<file path="src/design/ilb_pkg.sv">
// ilb_pkg: shared types and codes for the indexed list buffer
// holds command and status codes, word field widths and the cell control struct
// no dependencies
package ilb_pkg;

  // field widths of one input word and one result word
  localparam int CMD_W    = 3;
  localparam int IDX_W    = 8;
  localparam int VAL_W    = 32;
  localparam int STATUS_W = 2;
  localparam int IN_W     = ((CMD_W + IDX_W + VAL_W + 7) / 8) * 8;

  // command codes
  localparam logic [CMD_W-1:0] CMD_APPEND = 3'd0;
  localparam logic [CMD_W-1:0] CMD_INSERT = 3'd1;
  localparam logic [CMD_W-1:0] CMD_SET    = 3'd2;
  localparam logic [CMD_W-1:0] CMD_GET    = 3'd3;
  localparam logic [CMD_W-1:0] CMD_REMOVE = 3'd4;

  // status codes
  localparam logic [STATUS_W-1:0] ST_OK    = 2'd0;
  localparam logic [STATUS_W-1:0] ST_RANGE = 2'd1;
  localparam logic [STATUS_W-1:0] ST_FULL  = 2'd2;

  // control broadcast to every cell of the chain
  typedef struct packed {
    logic             wr_app;  // write the value at the append position
    logic             wr_idx;  // write the value at idx
    logic             up;      // cells above idx take the lower neighbor
    logic             dn;      // cells at and above idx take the upper neighbor
    logic [IDX_W-1:0] idx;
  } ilb_op_t;

endpackage

</file>
<file path="src/design/ilb_cell.sv">
// ilb_cell: one storage cell of the list chain
// holds one entry and loads from the broadcast value or a neighbor
// depends on ilb_pkg
module ilb_cell #(
  parameter int POS = 0,
  parameter int CW  = 9
) (
  input  logic                                 clk,
  input  ilb_pkg::ilb_op_t                     op,
  input  logic [CW-1:0]                        app_pos,
  input  logic signed [ilb_pkg::VAL_W-1:0]     value,
  input  logic signed [ilb_pkg::VAL_W-1:0]     prev_q,
  input  logic signed [ilb_pkg::VAL_W-1:0]     next_q,
  output logic signed [ilb_pkg::VAL_W-1:0]     q
);
  import ilb_pkg::*;

  logic signed [VAL_W-1:0] q_r;
  logic signed [VAL_W-1:0] q_nxt;
  logic                    at_app;
  logic                    at_idx;
  logic                    above_idx;

  // position compares against the broadcast control
  assign at_app    = (int'(app_pos) == POS);
  assign at_idx    = (int'(op.idx) == POS);
  assign above_idx = (POS > int'(op.idx));

  // next entry: new value, shift up from below, or shift down from above
  always_comb begin
    q_nxt = q_r;
    if (op.wr_app && at_app) begin
      q_nxt = value;
    end else if (op.wr_idx && at_idx) begin
      q_nxt = value;
    end else if (op.up && above_idx) begin
      q_nxt = prev_q;
    end else if (op.dn && (above_idx || at_idx)) begin
      q_nxt = next_q;
    end
  end

  // entry storage, undefined until written
  always_ff @(posedge clk) begin
    q_r <= q_nxt;
  end

  assign q = q_r;

endmodule

</file>
<file path="config.mk">
export PLATFORM = sky130hd
export DESIGN_NAME = ilb_cell
export DESIGN_NICKNAME = d
export VERILOG_FILES = /design/src/design/ilb_pkg.sv /design/src/design/ilb_cell.sv
export SDC_FILE = /design/constraint.sdc
export NUM_CORES = 1
export LEC_CHECK = 0
export ABC_AREA = 0
export BUFFER_PORTS_ARGS = -buffer_cell sky130_fd_sc_hd__buf_2
export CORE_MARGIN = 1.5
export CORE_UTILIZATION = 25
export DETAILED_ROUTE_END_ITERATION = 12
export GPL_TIMING_DRIVEN = 0
export PLACE_DENSITY_LB_ADDON = 0.08
export SLEW_MARGIN = 20
export SYNTH_ARGS = -nofsm -noshare
export SYNTH_HDL_FRONTEND = slang
export SYNTH_SLANG_ARGS = --single-unit
export TNS_END_PERCENT = 30
</file>
<file path="constraint.sdc">
create_clock -name clk -period 2.65 [get_ports clk]
set_clock_uncertainty 0.05 [all_clocks]
set_input_delay 0 -clock clk [delete_from_list [all_inputs] [get_ports clk]]
set_output_delay 0 -clock clk [all_outputs]
set_load 0.005 [all_outputs]
</file>
==> impl_metrics.json, run 1 <==
{
  "status": "finished clean",
  "drt_first_pass_iters": 4,
  "pwr-share-comb": 0.166,
  "setup-tns-final_ns": 0,
  "drive_gt1_frac": 0.612,
  "power.share.sequential": 0.516,
  "placed_area_sq_um": 2240,
  "finalHoldViolations": 0,
  "cts_root_buffer": "clkbuf_8",
  "cts-htree-levels": 2,
  "drc": 0,
  "synthesis.area_sq_um": 1560,
  "hold_path.startpoint": "op[8]",
  "synth.distinct_cells": 12,
  "critPathKind": "input port to flip-flop",
  "port_buffers": 116,
  "post-route-period-util": 0.797,
  "drtAntennaViolNets": 0,
  "hold_path_end": "q[25]",
  "pwr-share-clk": 0.318,
  "crit_arrival_ns": 2.08,
  "num_rows": 28,
  "largest_reg_flops": 32,
  "netlist_top_cells_area": "edfxtp_1 61%, mux2_4 28%, buf_12 3.8%",
  "drt_iter0_markers": 45,
  "final_core_utilization": 0.493,
  "syn_inst": 76,
  "period_needed_ns": 2.11,
  "pwr_density_cell_nw_per_um2": 367,
  "synth_warnings": 0,
  "sw_frac_of_total": 0.191,
  "place.gp.congestion": 0.704,
  "yosysMostFrequentCell": "edfxtp_1",
  "register_area_sq_um": 961,
  "cap_violations": 0,
  "grt_setup_unrepaired": "no",
  "overflow": 0,
  "ys_ff_latch": 32,
  "fin_hold_ws_ns": 0.503,
  "route.vias.total": 1349,
  "critPathCaptureType": "flip-flop",
  "clock.fmax_ghz": 0.474,
  "die_y_microns": 82.1,
  "synthArstFlopShare": 0,
  "cts_tree": "done",
  "crit_path_max_fanout": 10,
  "report.final.slew_viol_count": 0,
  "antenna_found_initial": 0,
  "ir_drop_mv": 0.190,
  "via_per_inst": 3.99,
  "whs_path_depth": 2,
  "fin_nets": 381,
  "p_sw_mw": 0.208,
  "grt_pass1_vias": 1401,
  "grt_pass1_wl_mm": 5.91,
  "die_w_microns": 82.1,
  "die_area_sq_um": 6730,
  "core_sq_um": 5990,
  "setup_viol": 0,
  "routed_wl_mm": 3.96,
  "required_ns": 2.61,
  "hp-class": "input port to flip-flop",
  "diodes": 0,
  "start_util": 0.261,
  "synth_top_area_share": 0.615,
  "worstMarginPinSlew_ns": 0.786,
  "nFillCells": 531,
  "synth_top_flop_cell": "edfxtp_1",
  "ioPinCount": 150,
  "synth_edf_count": 32,
  "clkTransAtPathRegs_ns": 0.07,
  "p_leak_nw": 1.31,
  "grt_max_degree": 33,
  "cts_setup_buffers": 0,
  "clkSinkCount": 32,
  "yosysTopAreaCell": "edfxtp_1",
  "multi_input_area_sq_um": 531,
  "syn_area_per_cell_sq_um": 20.6,
  "synth_nets": 194,
  "yosysSeqAreaShare": 0.615,
  "wire_per_inst_microns": 11.7,
  "worstSetupStartpointType": "input port",
  "design_area_sq_um": 2960,
  "cts_buffer_depth": 2,
  "synth_commonest_cells": "32 x edfxtp_1, 29 x mux2_4, 3 x buf_12, 3 x mux2_2, 2 x nor2_1",
  "slew_headroom": 0.476,
  "p_int_mw": 0.878,
  "cts_buffers": 5,
  "areaGrowthSynthToFinish_pct": 89.1,
  "grt_usage": 0.117
}
## through the flow
step | total power, mW | instances | setup WS (ns)
after floorplan | 0.611 | 76 | 0.731
after global placement | 0.674 | 267 | 0.384
after detailed placement | 0.678 | 267 | 0.352
after CTS | 1.10 | 338 | 0.563
after global routing | 1.14 | 338 | 0.480
final | 1.09 | 338 | 0.539
## cells in the final DEF (no fill, tap or decap), drive strengths merged
cell,instances
a21o,1
a32o,1
buf,120
clkbuf,6
clkinv,1
dlygate4sd3,64
edfxtp,32
mux2,32
nor2,2
nor4,1
nor4b,1
or4,2
## critical path: stages
cell	delay, ns
buf_2	0.09
or4_1	0.51
nor2_1	0.15
a32o_2	0.15
buf_6	0.15
buf_12	0.16
mux2_4	0.30
dlygate4sd3_1	0.57
## cell type report
class | instances | area share
Timing Repair Buffer | 180 | 0.413
Sequential cell | 32 | 0.325
Multi-Input combinational cell | 40 | 0.180
Tap cell | 75 | 0.0318
Clock buffer | 6 | 0.0246
Buffer | 4 | 0.0241
Clock inverter | 1 | 0.00169
## power groups by stage
stage | Clock, mW | Sequential (mW) | Combinational [mW]
floorplan | 0 | 0.571 | 0.0397
global placement | 0 | 0.571 | 0.103
detailed placement | 0 | 0.571 | 0.107
CTS | 0.363 | 0.560 | 0.180
global route | 0.382 | 0.560 | 0.197
finish | 0.346 | 0.560 | 0.180
## layer usage
| layer | routed length [microns] | GRT usage | vias to the layer above |
|---|---|---|---|
| met2 | 2000 | 0.216 | 77 |
| met3 | 377 | 0.0444 | 2 |
| met5 | 0 | 0 | - |
| li1 | - | - | 672 |
| met4 | 19 | 0.0356 | 0 |
| met1 | 1560 | 0.123 | 598 |
## logic make-up (layout without fill, tap and decap cells)
logic type | after synthesis | count (layout) | share of synthesized area
flip-flops | 32 | 32 | 0.615
AO/OA/AOI/OAI | 2 | 2 | 0.0128
multiplexers | 32 | 32 | 0.300
buffers and inverters | 4 | 191 | 0.0456
AND/OR/NAND/NOR | 6 | 6 | 0.0264
## worst max path at each step
stage | startpoint | end | slack [ns] | depth (start not counted)
after floorplan | op[1] | q[0] | 0.73 | 6
after global placement | op[1] | q[6] | 0.38 | 7
after detailed placement | op[1] | q[12] | 0.35 | 7
after CTS | op[1] | q[7] | 0.56 | 8
after global routing | op[1] | q[11] | 0.48 | 8
final | op[1] | q[7] | 0.54 | 8
## timing repair
| item | CTS | global route |
|---|---|---|
| hold buffers | 64 | 0 |
| hold endpoints to repair | 32 | 0 |
| gates resized for setup | 0 | 0 |
No activity file was read; power rests on OpenSTA's default activity.
==> run 2: changes to the inputs <==
- ABC_AREA: 0 -> 1
- clock period: 2.65 -> 1.78 ns (I/O delays scaled with it)
==> impl_metrics.json, run 2 <==
{
  "route.vias.total": 1767,
  "die_area_sq_um": 6560,
  "final_common_cell": "buf_2",
  "hp-class": "input port to flip-flop",
  "cts-htree-levels": 2,
  "place.gp.congestion": 0.782,
  "largest_reg_flops": 32,
  "synthesis.area_sq_um": 1520,
  "ir_drop_mv": 0.269,
  "synth_edf_count": 32,
  "grt_usage": 0.149,
  "place_hpwl_mm": 3.19,
  "setup-tns-final_ns": 0,
  "synth_nets": 276,
  "synth_compound_area_frac": 0,
  "cts_buffer_depth": 2,
  "layout_common_cells": "121 x buf_2, 69 x nand2_1, 63 x dlygate4sd3_1",
  "worstMarginPinSlew_ns": 0.470,
  "period_needed_ns": 1.61,
  "drt_iter0_markers": 20,
  "cts_buffers": 5,
  "drc": 0,
  "grt_max_degree": 33,
  "status": "finished clean",
  "die_w_microns": 81.0,
  "synth.distinct_cells": 11,
  "grt_pass1_vias": 1681,
  "antenna_found_initial": 0,
  "setup_viol": 0,
  "clock.fmax_ghz": 0.622,
  "grt_setup_unrepaired": "yes",
  "drt_first_pass_iters": 4,
  "synthAdderAreaFrac": 0,
  "total_power_mw": 1.61,
  "fin_nets": 462,
  "grt_pass1_wl_mm": 7.29,
  "routed_wl_mm": 4.67,
  "yosysSeqAreaShare": 0.632,
  "via_per_inst": 4.21,
  "critPathCaptureType": "flip-flop",
  "synthArstFlopShare": 0,
  "crit_start": "op[3]",
  "report.final.slew_viol_count": 0,
  "start_util": 0.259,
  "p_leak_nw": 1.39,
  "yosysTopAreaCell": "edfxtp_1",
  "num_rows": 28,
  "netlist_top_cells_area": "edfxtp_1 63%, nand2_1 17%, nand3_1 11%",
  "crit_path_max_fanout": 10,
  "critPathKind": "input port to flip-flop",
  "clkTransAtPathRegs_ns": 0.07,
  "crit_arrival_ns": 1.58,
  "synth_xor_area_frac": 0,
  "drtAntennaViolNets": 0,
  "pwr_density_cell_nw_per_um2": 552,
  "synth_top_flop_cell": "edfxtp_1",
  "syn_area_per_cell_sq_um": 9.63,
  "hold_path.startpoint": "next_q[3]",
  "post-route-period-util": 0.902,
  "core_sq_um": 5890,
  "drive_gt1_frac": 0.391,
  "slew_headroom": 0.686,
  "ys_ff_latch": 32,
  "cap_violations": 0,
  "synth_commonest_cells": "69 x nand2_1, 33 x nand3_1, 32 x edfxtp_1, 9 x nor2_1, 5 x buf_2",
  "cts_tree": "done",
  "port_buffers": 116,
  "wire_per_inst_microns": 11.1,
  "synth_top_family_by_area": "simple AND/OR/NAND/NOR gates",
  "overflow": 0,
  "die_y_microns": 81.0,
  "cts_root_buffer": "clkbuf_8",
  "required_ns": 1.76,
  "worstSetupStartpointType": "input port",
  "clkSinkCount": 32,
  "syn_inst": 158,
  "synthSimpleGateAreaFrac": 0.325,
  "synth_top_area_share": 0.632,
  "areaGrowthSynthToFinish_pct": 92.0,
  "ioPinCount": 150,
  "diodes": 0,
  "synth_warnings": 0,
  "yosysMostFrequentCell": "nand2_1",
  "synthMuxAreaShare": 0,
  "finalHoldViolations": 0
}
## run 2: cell types whose count changed in the layout (fill, tap and decap cells not counted), sizes merged, moves of 2 or more
| cell | before | now |
|---|---|---|
| or2 | 0 | 2 |
| nor2 | 2 | 9 |
| mux2 | 32 | 0 |
| clkinv | 1 | 3 |
| nand2 | 0 | 72 |
| nand3 | 0 | 33 |
| buf | 120 | 124 |
| or4 | 2 | 0 |
## run 2: stage by stage
stage / area, sq um / util / cells / setup slack [ns] / hold WS, ns
global route: 2920 / 0.496 / 420 / -0.00216 / 0.0345
floorplan: 1530 / - / 158 / 0.325 / 0.129
CTS: 2910 / 0.495 / 420 / 0.0907 / 0.00450
global placement: 2200 / 0.374 / 349 / -0.206 / 0.213
finish: 2920 / 0.496 / 420 / 0.174 / 0.00412
detailed placement: 2200 / 0.374 / 349 / -0.206 / 0.218
## run 2: final timing paths
kind                  cells after the start    end
worst max-delay path                      9  q[12]
worst min-delay path                      3   q[3]
## run 2: final cells by class
cell class,instances,area (sq um)
Inverter,1,3.75
Sequential cell,32,961
Clock buffer,5,68.8
Buffer,9,62.6
Multi-Input combinational cell,116,507
Fill cell,604,2960
Timing Repair Buffer,179,1210
Tap cell,75,93.8
Clock inverter,3,13.8
## run 2: routing by layer
layer | track usage | wire length, microns | up-vias
met3 | 0.0427 | 323 | 8
met4 | 0.0569 | 89 | 0
met2 | 0.288 | 2480 | 68
met1 | 0.149 | 1780 | 789
met5 | 0 | 0 | -
li1 | - | - | 902
## run 2: timing repair
item,4_1_cts,5_1_grt
setup buffers,0,0
gates resized for setup,0,1
hold buffers,63,0
setup endpoints to repair,0,33
hold endpoints to repair,32,0
## run 2: cell families (layout without fill, tap and decap cells)
| group | count (synthesis) | count (layout) |
|---|---|---|
| buf+inv | 10 | 197 |
| flops | 32 | 32 |
| simple gates | 116 | 116 |
## run 2: worst max-delay path, stage by stage
cell	delay (ns)
buf_2	0.10
nor2_1	0.09
nand2_1	0.06
nor2_1	0.15
nand2_2	0.16
clkbuf_1	0.28
nand3_1	0.13
nand2_1	0.06
dlygate4sd3_1	0.55
## run 2: power by group
group	total (mW)	switching, mW	internal [mW]
Combinational	0.252	0.0687	0.183
Clock	0.527	0.262	0.265
Sequential	0.834	0.000759	0.833
Total	1.61	0.331	1.28
==> run 3: changes to the inputs <==
- CORE_MARGIN: 1.5 -> default
==> impl_metrics.json, run 3 (same netlist as run 2, synthesis figures left out) <==
{
  "path_delay_family": "buffers and inverters",
  "fin_nets": 463,
  "worstSetupStartpointType": "input port",
  "num_rows": 28,
  "via_per_inst": 4.24,
  "crit_buf_inv": 3,
  "drtAntennaViolNets": 0,
  "placed_area_sq_um": 2200,
  "required_ns": 1.76,
  "route.vias.total": 1782,
  "final_common_cell": "buf_2",
  "critPathKind": "input port to flip-flop",
  "ir_drop_mv": 0.220,
  "critPathCaptureType": "flip-flop",
  "overflow": 0,
  "period_needed_ns": 1.59,
  "die_y_microns": 80.0,
  "crit_slowest_cell": "dlygate4sd3_1",
  "drt_first_pass_iters": 4,
  "clkSinkCount": 32,
  "place_hpwl_mm": 3.04,
  "grt_pass1_wl_mm": 7.17,
  "place.gp.congestion": 0.721,
  "crit_chain": "buf_2 > nor2_1 > nand2_1 > nor2_1 > nand2_2 > clkbuf_2 > nand3_1 > nand2_1 > dlygate4sd3_1",
  "start_util": 0.259,
  "dpl.cell_count": 349,
  "cts_setup_buffers": 0,
  "die_area_sq_um": 6400,
  "finalNonFillerCells": 420,
  "cts_buffer_depth": 2,
  "largest_reg_flops": 32,
  "status": "finished clean",
  "cts_buffers": 5,
  "hp-class": "input port to flip-flop",
  "setup-tns-final_ns": 0,
  "finalHoldViolations": 0,
  "design_area_sq_um": 2930,
  "grt_pass1_vias": 1645,
  "pwr_density_cell_nw_per_um2": 546,
  "die_w_microns": 80.0,
  "core_sq_um": 5890,
  "grt_setup_unrepaired": "no",
  "ioPinCount": 150,
  "slew_headroom": 0.690,
  "routed_wl_mm": 4.69,
  "drc": 0,
  "grt_max_degree": 33,
  "nFillCells": 582,
  "drt_iter0_markers": 36,
  "grt_usage": 0.149,
  "crit_path_max_fanout": 10,
  "crit_arrival_ns": 1.57,
  "areaGrowthSynthToFinish_pct": 92.4,
  "p_leak_nw": 1.39,
  "setup_viol": 0,
  "drive_gt1_frac": 0.388,
  "wire_per_inst_microns": 11.2,
  "cts-htree-levels": 2,
  "post-route-period-util": 0.895,
  "clock.fmax_ghz": 0.627,
  "diodes": 0,
  "layout_common_cells": "121 x buf_2, 69 x nand2_1, 64 x dlygate4sd3_1",
  "report.final.slew_viol_count": 0,
  "worstMarginPinSlew_ns": 0.466,
  "antenna_found_initial": 0,
  "clkTransAtPathRegs_ns": 0.06,
  "cts_tree": "done",
  "fin_hold_ws_ns": 0.412,
  "port_buffers": 116,
  "slowest_delay_ns": 0.54,
  "cts_root_buffer": "clkbuf_8",
  "cap_violations": 0
}
run 3: layer usage:
metal / global-route usage / vias to the layer above / wire, microns
met5: 0 / - / 0
met1: 0.163 / 798 / 1910
met2: 0.269 / 77 / 2440
met3: 0.0469 / 5 / 289
met4: 0.0554 / 0 / 53
li1: - / 902 / -
run 3: timing repair:
item | 4_1_cts | 5_1_grt
hold endpoints to repair | 32 | 0
endpoints found under the setup margin | 0 | 39
hold buffers | 64 | 0
gates resized for setup | 0 | 3
run 3: final timing paths:
| check | startpoint | endpoint | slack, ns | cells past startpoint |
|---|---|---|---|---|
| worst max-delay path | op[1] | q[19] | 0.19 | 9 |
| worst min-delay path | op[8] | q[26] | 0.41 | 3 |
run 3: layout make-up:
cell class | count | area (sq um) | area share
buffer | 9 | 63.8 | 0.0218
clock buffer | 5 | 68.8 | 0.0235
clock inverter | 2 | 7.51 | 0.00257
inverter | 1 | 3.75 | 0.00128
multi-input combinational | 116 | 507 | 0.173
sequential | 32 | 961 | 0.328
tap | 75 | 93.8 | 0.0321
timing repair buffer | 180 | 1220 | 0.417
run 3: metrics by stage:
stage	setup slack (ns)	power [mW]	util
6_report	0.186	1.60	0.497
5_1_grt	0.0342	1.67	0.497
4_1_cts	0.102	1.61	0.496
3_5_place_dp	-0.184	0.994	0.374
3_3_place_gp	-0.201	0.992	0.374
2_1_floorplan	0.325	0.896	-
run 3: power breakdown:
group          internal (mW)  total [mW]  switching, mW
registers              0.833       0.834       0.000759
clock network          0.258       0.509          0.252
logic                  0.185       0.254         0.0689
